<file path="src/design/bmp_pkg.sv">
package bmp_pkg;

	localparam int CNT_W = 11;
	localparam int RES_W = 30;
	localparam int K_W   = 10;
	localparam int BIT_W = 5;
	localparam int OP_W  = 31;
	localparam int PROD_W = 2 * OP_W;

	localparam logic [RES_W-1:0] PRIME     = 30'd1000000007;
	localparam logic [RES_W-1:0] EXP_INV   = 30'd1000000005;
	localparam logic [OP_W-1:0]  BAR_MU    = 31'd1152921496;
	localparam logic [CNT_W-1:0] MAX_SIDE  = 11'd1024;
	localparam logic [BIT_W-1:0] LAST_BIT  = BIT_W'(RES_W - 1);

	typedef struct packed {
		logic             start;
		logic [RES_W-1:0] a;
		logic [RES_W-1:0] b;
	} mm_req_t;

	typedef struct packed {
		logic             done;
		logic [RES_W-1:0] r;
	} mm_rsp_t;

endpackage

</file>
<file path="src/design/bmp_mulmod.sv">
module bmp_mulmod
	import bmp_pkg::*;
(
	input  logic    clk,
	input  logic    arst_n,
	input  mm_req_t req,
	output mm_rsp_t rsp
);

	typedef enum logic [1:0] {
		M_IDLE,
		M_RED1,
		M_RED2,
		M_FIX
	} mstate_t;

	mstate_t           state_q;
	logic [PROD_W-1:0] prod_q;
	logic [31:0]       x_q;
	logic [RES_W-1:0]  res_q;
	logic              done_q;

	logic [OP_W-1:0]   mul_a;
	logic [OP_W-1:0]   mul_b;
	logic [PROD_W-1:0] mul_p;
	logic [31:0]       r0;
	logic [31:0]       r1;
	logic [31:0]       r2;

	// one multiplier serves the product and both Barrett steps
	always_comb begin
		unique case (state_q)
			M_IDLE: begin
				mul_a = {1'b0, req.a};
				mul_b = {1'b0, req.b};
			end
			M_RED1: begin
				mul_a = prod_q[59:29];
				mul_b = BAR_MU;
			end
			M_RED2: begin
				mul_a = prod_q[61:31];
				mul_b = {1'b0, PRIME};
			end
			default: begin
				mul_a = '0;
				mul_b = '0;
			end
		endcase
	end

	assign mul_p = mul_a * mul_b;

	assign r0 = x_q - prod_q[31:0];
	assign r1 = (r0 >= 32'(PRIME)) ? r0 - 32'(PRIME) : r0;
	assign r2 = (r1 >= 32'(PRIME)) ? r1 - 32'(PRIME) : r1;

	always_ff @(posedge clk or negedge arst_n) begin
		if (!arst_n) begin
			state_q <= M_IDLE;
			prod_q  <= '0;
			x_q     <= '0;
			res_q   <= '0;
			done_q  <= 1'b0;
		end else begin
			done_q <= 1'b0;
			unique case (state_q)
				M_IDLE: begin
					if (req.start) begin
						prod_q  <= mul_p;
						state_q <= M_RED1;
					end
				end
				M_RED1: begin
					x_q     <= prod_q[31:0];
					prod_q  <= mul_p;
					state_q <= M_RED2;
				end
				M_RED2: begin
					prod_q  <= mul_p;
					state_q <= M_FIX;
				end
				M_FIX: begin
					res_q   <= r2[RES_W-1:0];
					done_q  <= 1'b1;
					state_q <= M_IDLE;
				end
				default: state_q <= M_IDLE;
			endcase
		end
	end

	assign rsp.done = done_q;
	assign rsp.r    = res_q;

endmodule

</file>
<file path="src/design/bmp_seq.sv">
module bmp_seq
	import bmp_pkg::*;
(
	input  logic             clk,
	input  logic             arst_n,
	input  logic             in_valid,
	output logic             in_ready,
	input  logic [CNT_W-1:0] set_size,
	input  logic [CNT_W-1:0] pick_count,
	output logic             out_valid,
	input  logic             out_ready,
	output logic [RES_W-1:0] residue,
	output logic             out_of_range,
	output mm_req_t          mm_req,
	input  mm_rsp_t          mm_rsp
);

	typedef enum logic [2:0] {
		S_IDLE,
		S_NUM,
		S_DEN,
		S_PMUL,
		S_PSQR,
		S_FINAL,
		S_DONE
	} state_t;

	state_t           state_q;
	logic             busy_q;
	logic [CNT_W-1:0] hi_q;
	logic [K_W-1:0]   k_q;
	logic [K_W-1:0]   i_q;
	logic [RES_W-1:0] num_q;
	logic [RES_W-1:0] den_q;
	logic [RES_W-1:0] base_q;
	logic [RES_W-1:0] acc_q;
	logic [BIT_W-1:0] bit_q;
	logic             oor_q;
	logic             out_valid_q;
	logic [RES_W-1:0] residue_q;
	logic             out_of_range_q;

	logic             oor;
	logic [CNT_W-1:0] hi;
	logic [CNT_W-1:0] lo;
	logic [CNT_W-1:0] diff;
	logic [CNT_W-1:0] k;
	logic [K_W-1:0]   i_next;

	assign in_ready = (state_q == S_IDLE);

	assign oor  = (set_size > MAX_SIDE) || (pick_count > MAX_SIDE);
	assign hi   = (set_size > pick_count) ? set_size : pick_count;
	assign lo   = (set_size > pick_count) ? pick_count : set_size;
	assign diff = hi - lo;
	assign k    = (diff < lo) ? diff : lo;

	assign i_next = i_q + K_W'(1);

	always_comb begin
		mm_req.start = 1'b0;
		mm_req.a     = num_q;
		mm_req.b     = acc_q;
		unique case (state_q)
			S_NUM: begin
				mm_req.start = !busy_q;
				mm_req.a     = num_q;
				mm_req.b     = RES_W'(hi_q - CNT_W'(i_q));
			end
			S_DEN: begin
				mm_req.start = !busy_q;
				mm_req.a     = den_q;
				mm_req.b     = RES_W'(i_next);
			end
			S_PMUL: begin
				mm_req.start = !busy_q && EXP_INV[bit_q];
				mm_req.a     = acc_q;
				mm_req.b     = base_q;
			end
			S_PSQR: begin
				mm_req.start = !busy_q && (bit_q != LAST_BIT);
				mm_req.a     = base_q;
				mm_req.b     = base_q;
			end
			S_FINAL: begin
				mm_req.start = !busy_q;
				mm_req.a     = num_q;
				mm_req.b     = acc_q;
			end
			default: begin
				mm_req.start = 1'b0;
			end
		endcase
	end

	always_ff @(posedge clk or negedge arst_n) begin
		if (!arst_n) begin
			state_q        <= S_IDLE;
			busy_q         <= 1'b0;
			hi_q           <= '0;
			k_q            <= '0;
			i_q            <= '0;
			num_q          <= '0;
			den_q          <= '0;
			base_q         <= '0;
			acc_q          <= '0;
			bit_q          <= '0;
			oor_q          <= 1'b0;
			out_valid_q    <= 1'b0;
			residue_q      <= '0;
			out_of_range_q <= 1'b0;
		end else begin
			if (mm_req.start) begin
				busy_q <= 1'b1;
			end
			if (mm_rsp.done) begin
				busy_q <= 1'b0;
			end
			if (out_valid_q && out_ready) begin
				out_valid_q <= 1'b0;
			end
			unique case (state_q)
				S_IDLE: begin
					if (in_valid) begin
						hi_q  <= hi;
						k_q   <= k[K_W-1:0];
						i_q   <= '0;
						den_q <= RES_W'(1);
						acc_q <= RES_W'(1);
						bit_q <= '0;
						if (oor) begin
							num_q   <= '0;
							oor_q   <= 1'b1;
							state_q <= S_DONE;
						end else begin
							num_q <= RES_W'(1);
							oor_q <= 1'b0;
							if (k == '0) begin
								state_q <= S_FINAL;
							end else begin
								state_q <= S_NUM;
							end
						end
					end
				end
				S_NUM: begin
					if (mm_rsp.done) begin
						num_q   <= mm_rsp.r;
						state_q <= S_DEN;
					end
				end
				S_DEN: begin
					if (mm_rsp.done) begin
						den_q <= mm_rsp.r;
						i_q   <= i_next;
						if (i_next == k_q) begin
							base_q  <= mm_rsp.r;
							state_q <= S_PMUL;
						end else begin
							state_q <= S_NUM;
						end
					end
				end
				S_PMUL: begin
					if (!EXP_INV[bit_q]) begin
						state_q <= S_PSQR;
					end else if (mm_rsp.done) begin
						acc_q   <= mm_rsp.r;
						state_q <= S_PSQR;
					end
				end
				S_PSQR: begin
					if (bit_q == LAST_BIT) begin
						state_q <= S_FINAL;
					end else if (mm_rsp.done) begin
						base_q  <= mm_rsp.r;
						bit_q   <= bit_q + BIT_W'(1);
						state_q <= S_PMUL;
					end
				end
				S_FINAL: begin
					if (mm_rsp.done) begin
						num_q   <= mm_rsp.r;
						state_q <= S_DONE;
					end
				end
				S_DONE: begin
					if (!out_valid_q || out_ready) begin
						residue_q      <= num_q;
						out_of_range_q <= oor_q;
						out_valid_q    <= 1'b1;
						state_q        <= S_IDLE;
					end
				end
				default: state_q <= S_IDLE;
			endcase
		end
	end

	assign out_valid    = out_valid_q;
	assign residue      = residue_q;
	assign out_of_range = out_of_range_q;

endmodule

</file>
<file path="src/design/binomial_mod_prime.sv">
// The modular products run one after another on the shared Barrett multiplier. The result
//   is presented after k = min(lo, hi-lo) numerator and denominator steps, the inverse and
//   a final product; with k of 0 only the final product, and none for an out-of-range item.
// Throughput: one item at a time; in_ready is high only when idle, and returns in the same
//   cycle that the result is presented. The output register lets the next item start while
//   a result waits. Asynchronous active-low reset clears all.
module binomial_mod_prime
	import bmp_pkg::*;
(
	input  logic             clk,
	input  logic             arst_n,
	input  logic             in_valid,
	output logic             in_ready,
	input  logic [CNT_W-1:0] set_size,
	input  logic [CNT_W-1:0] pick_count,
	output logic             out_valid,
	input  logic             out_ready,
	output logic [RES_W-1:0] residue,
	output logic             out_of_range
);

	mm_req_t mm_req;
	mm_rsp_t mm_rsp;

	bmp_seq u_seq (
		.clk          (clk),
		.arst_n       (arst_n),
		.in_valid     (in_valid),
		.in_ready     (in_ready),
		.set_size     (set_size),
		.pick_count   (pick_count),
		.out_valid    (out_valid),
		.out_ready    (out_ready),
		.residue      (residue),
		.out_of_range (out_of_range),
		.mm_req       (mm_req),
		.mm_rsp       (mm_rsp)
	);

	bmp_mulmod u_mulmod (
		.clk    (clk),
		.arst_n (arst_n),
		.req    (mm_req),
		.rsp    (mm_rsp)
	);

`ifndef SYNTH
	a_res_range: assert property (@(posedge clk) disable iff (!arst_n)
		out_valid |-> (residue < PRIME))
		else $error("residue not reduced");

	a_oor_zero: assert property (@(posedge clk) disable iff (!arst_n)
		(out_valid && out_of_range) |-> (residue == '0))
		else $error("out-of-range item with non-zero residue");

	a_start_pulse: assert property (@(posedge clk) disable iff (!arst_n)
		mm_req.start |=> !mm_req.start)
		else $error("multiplier started twice in a row");

	a_no_start_on_done: assert property (@(posedge clk) disable iff (!arst_n)
		mm_rsp.done |-> !mm_req.start)
		else $error("multiplier started while returning a product");
`endif

endmodule

</file>
<file path="config.mk">
export PLATFORM = sky130hd
export DESIGN_NAME = binomial_mod_prime
export DESIGN_NICKNAME = d
export VERILOG_FILES = /design/src/design/bmp_pkg.sv /design/src/design/bmp_mulmod.sv /design/src/design/bmp_seq.sv /design/src/design/binomial_mod_prime.sv
export SDC_FILE = /design/constraint.sdc
export NUM_CORES = 2
export LEC_CHECK = 0
export BUFFER_PORTS_ARGS = -buffer_cell sky130_fd_sc_hd__clkbuf_2
export CORE_ASPECT_RATIO = 0.9
export CORE_MARGIN = 2
export CORE_UTILIZATION = 45
export DETAILED_ROUTE_END_ITERATION = 10
export GPL_TIMING_DRIVEN = 0
export PLACE_DENSITY = 0.63
export SYNTH_ARGS = -nofsm -noshare
export SYNTH_HDL_FRONTEND = slang
export SYNTH_HIERARCHICAL = 1
export SYNTH_SLANG_ARGS = --single-unit
</file>
<file path="constraint.sdc">
create_clock -name clk -period 12.45 [get_ports clk]
set_input_delay 1.245 -clock clk [delete_from_list [all_inputs] [get_ports clk]]
set_output_delay 1.245 -clock clk [all_outputs]
set_load 0.01 [all_outputs]
</file>
==> results.py <==
metrics = {
    "logic_synthesis": {
        "synth-xor-area-share_pct": 2.86,
        "yosys_warnings": 6,
        "ys_async_sr_fraction_pct": 100,
        "yosysUniqueCellTypes": 102,
        "synth-simple-area-share_pct": 16.8,
        "post_synth_mux_area_share_pct": 3.29,
        "edff_count_synth": 0,
        "synth-seq-area-share_pct": 15.6,
        "post_synthesis_cell_type_with_the_largest_combined_area": "fa_1",
        "combinational_family_with_the_most_area_after_synthesis": "adder cells",
        "post_synth_fa_ha_maj_area_fraction_pct": 40.8,
        "synth_top_area_share_pct": 32.8,
        "syn_inst": 6039,
        "synthesis.area_per_instance_um2": 8.48,
        "synth_area_leaders": "fa_1, dfrtp_1, ha_1, nand2_1, inv_1",
        "synth-main-ff-cell": "dfrtp_1",
        "mappedNetlistNets": 7233,
        "synth.ff_latch_count": 320,
        "synthesized_area_fraction_occupied_by_ao_oa_aoi_and_oai_cells_pct": 11.4,
        "synth_area_um2": 51200,
    },
    "sta": {
        "timing.fmax_mhz": 81.4,
        "period_minus_slack_ns": 12.29,
        "hold_viol_final": 0,
        "maxSlewHeadroom_pct": 17.4,
        "post_route_setup_tns_ns": 0,
        "maxSlewViolCount": 0,
        "finalCritPeriodShare_pct": 98.7,
        "setup_viol_count_final": 0,
        "clock_skew_ns": 0.0263,
        "tightest_slew_ns": 1.23,
    },
    "cells_and_area": {
        "drive_gt1_share_pct": 8.73,
        "finalInstanceArea_um2": 55900,
        "layout_common_cells": "nand2_1, inv_1, fa_1",
        "sequential_cell_area_um2": 8010,
        "layout_commonest_cell": "nand2_1",
        "area.growth.synth_to_final_pct": 9.13,
        "area_occupied_by_multi_input_gates_um2": 39200,
        "fin_nets": 7353,
        "instances_no_fill": 7680,
        "postLayoutCoreUtil_pct": 49.5,
        "filler_cell_count": 11157,
    },
    "critical_path": {
        "timing.critical_path.buf_inv": 10,
        "worst-endpoint-required_ns": 12.88,
        "cpPeakStageDelay_ns": 0.89,
        "timing.critical_path.to_type": "flip-flop",
        "worstSetupPathType": "flip-flop to flip-flop",
        "cp.arrival_ns": 12.72,
        "worstSetupStartpointType": "flip-flop",
        "worst_path_max_delay_cell": "clkbuf_1",
        "crit_family": "adder cells",
        "cp_max_fo": 10,
        "critPathMostFrequentCell": "fa_1",
    },
    "power": {
        "p_switching_uw": 601,
        "p_int_uw": 1740,
        "netSwitchingFraction_pct": 25.7,
        "total_power_uw": 2340,
        "vdd_drop_max_uv": 69.4,
        "power.combinational.fraction_pct": 7.5,
        "power.leakage_uw": 0.0270,
        "share_clk_of_total_power_pct": 48.1,
        "seqPwrFrac_pct": 44.5,
        "power_density_nw_per_um2": 41.8,
    },
    "detailed_routing": {
        "drt_iter0_markers": 4992,
        "wl_um": 214000,
        "post_drt_wl_per_cell_um": 27.9,
        "drtPass1Iterations": 8,
        "drtAntennaViolNets": 0,
        "routed-via-count": 45504,
        "route.met2.wl_um": 85900,
        "viasPerCell": 5.93,
        "drt_drc_violations_left": 0,
        "m1WireLength_um": 90600,
        "met3_length_um": 26500,
        "routed.top_layer": "met5",
    },
    "placed_design": {
        "finalWeightedCongestion": 1.10,
        "postPlaceCellArea_um2": 53700,
        "hpwl_um": 175000,
        "portBuffers": 58,
        "place_inst": 7598,
    },
    "grt": {
        "grt_first_pass_wirelength_um": 311000,
        "antenna_found_initial": 25,
        "first_global_vias": 44383,
        "globalRoute.totalOverflow": 0,
        "maximum_number_of_pins_on_one_net_before_global_route_repair": 111,
        "track_usage_pct": 37.0,
    },
    "clocking": {
        "ctsHtreeMaxLevel": 2,
        "cts_max_path_buffers": 3,
        "numCtsBuffers": 35,
        "holdBufCountCts": 0,
        "numClockSinks": 320,
        "cts-root-buf": "clkbuf_16",
        "worst_setup_hold_path_clk_slew_ns": 0.07,
        "clock_tree_from_tritoncts": "yes",
        "later_pin_clock_latency_in_the_skew_report_ns": 0.58,
    },
    "hold_path": {
        "holdCritPathClass": "flip-flop to flip-flop",
    },
    "floorplanning": {
        "initial_utilization_pct": 45.3,
        "num_rows": 117,
        "fp.dieArea_um2": 117000,
        "dieWidth_um": 360,
        "design.core.area_um2": 113000,
        "dieHeight_um": 324,
        "num_io_pins": 59,
    },
    "run_status": {
        "outcome": "complete, no violations",
    },
    "job": {
        "max_cap_violations": 0,
    },
}
[power by group through the flow]
stage	logic, uW	registers, uW	clock network (uW)
final	175	1040	1120
after global routing	196	1040	1170
after CTS	174	1040	1130
after detailed placement	173	1060	0
after global placement	171	1060	0
after floorplan	103	1060	0
[cells in the mapped netlist (all sizes together), types with 6 or more instances]
cell type	number
and4	6
o31a	8
o22ai	20
nand2b	26
o21bai	9
nor3	39
or3	42
nand2	1057
o211ai	51
nor4	14
clkbuf	279
or2	16
buf	39
inv	915
a311oi	6
dfrtp	320
a211oi	20
fa	839
and2	44
o21ai	346
a22oi	29
and3	20
a21oi	199
a31oi	57
o31ai	10
ha	329
a21o	72
xnor2	98
xor2	69
mux2	111
nor2	624
a21boi	11
mux2i	39
nor2b	20
nand4	26
nand3	106
o21a	24
a211o	7
[timing repair]
item / CTS / global route
endpoints found under the setup margin: 33 / 12
buffers inserted: 11 / 15
resized for setup: 201 / 120
pin swaps: 6 / 10
[sequential cells by signal, indices dropped and copies added, names as in the netlist, 2 cells and up]
name              cells
u_mulmod/prod_q      62
u_mulmod/res_q       30
u_mulmod/state_q      2
u_mulmod/x_q         32
u_seq/acc_q          30
u_seq/base_q         30
u_seq/bit_q           5
u_seq/den_q          30
u_seq/hi_q           11
u_seq/i_q            10
u_seq/k_q            10
u_seq/num_q          30
u_seq/residue        30
u_seq/state_q         3
[area by class of cell]
class                           count  share of cell area (%)
Antenna cell                        8                  0.0358
Buffer                            303                    2.56
Clock buffer                       49                    1.82
Clock inverter                     14                   0.327
Inverter                          916                    6.16
Multi-Input combinational cell   4485                    70.1
Sequential cell                   320                    14.3
Tap cell                         1487                    3.33
Timing Repair Buffer               98                    1.38
[layer usage]
metal / up-vias / track usage, %
met5: - / 0.531
met4: 26 / 15.2
met3: 539 / 11.7
met2: 2508 / 52.2
met1: 23026 / 52.4
li1: 19405 / -
[path summary, 6_finish.rpt]
path | startpoint | to | slack [ns] | cells past startpoint
max in group asynchronous | arst_n | u_mulmod/prod_q[55] | 10.67 | 3
setup reg to reg | u_seq/state_q[1] | u_mulmod/prod_q[59] | 0.16 | 36
min in group asynchronous | arst_n | u_mulmod/res_q[6] | 0.70 | 2
hold reg to reg | u_seq/den_q[20] | u_seq/den_q[20] | 0.46 | 2
setup / recovery | u_seq/state_q[1] | u_mulmod/prod_q[59] | 0.16 | 36
hold / removal | u_seq/den_q[20] | u_seq/den_q[20] | 0.46 | 2
[stage by stage]
step	worst slack [ns]	hold WS, ns
after CTS	0.0229	0.469
after detailed placement	-2.13	0.454
final	0.160	0.464
after floorplan	1.85	0.438
after global routing	-0.0507	0.493
after global placement	-2.53	0.449
[logic make-up (layout without fill, tap and decap cells)]
group / count (synthesis) / after routing
simple gates: 2064 / 2064
buf+inv: 1234 / 1380
fa+ha+maj: 1168 / 1168
compound gates: 934 / 934
flops: 320 / 320
xor+xnor: 167 / 167
mux: 152 / 152
other cells: 0 / 8
[worst reg2reg max path, delay by kind of cell, from the launching register on]
kind | cells | cell delay, ns
buffers and inverters | 10 | 2.93
xor gates and xnor gates | 1 | 0.29
adders and majority gates | 8 | 4.12
DFF | 1 | 0.53
AOI/OAI and AO/OA | 10 | 2.74
and+or+nand+nor | 7 | 1.54
(Power assumes the default switching activity.)
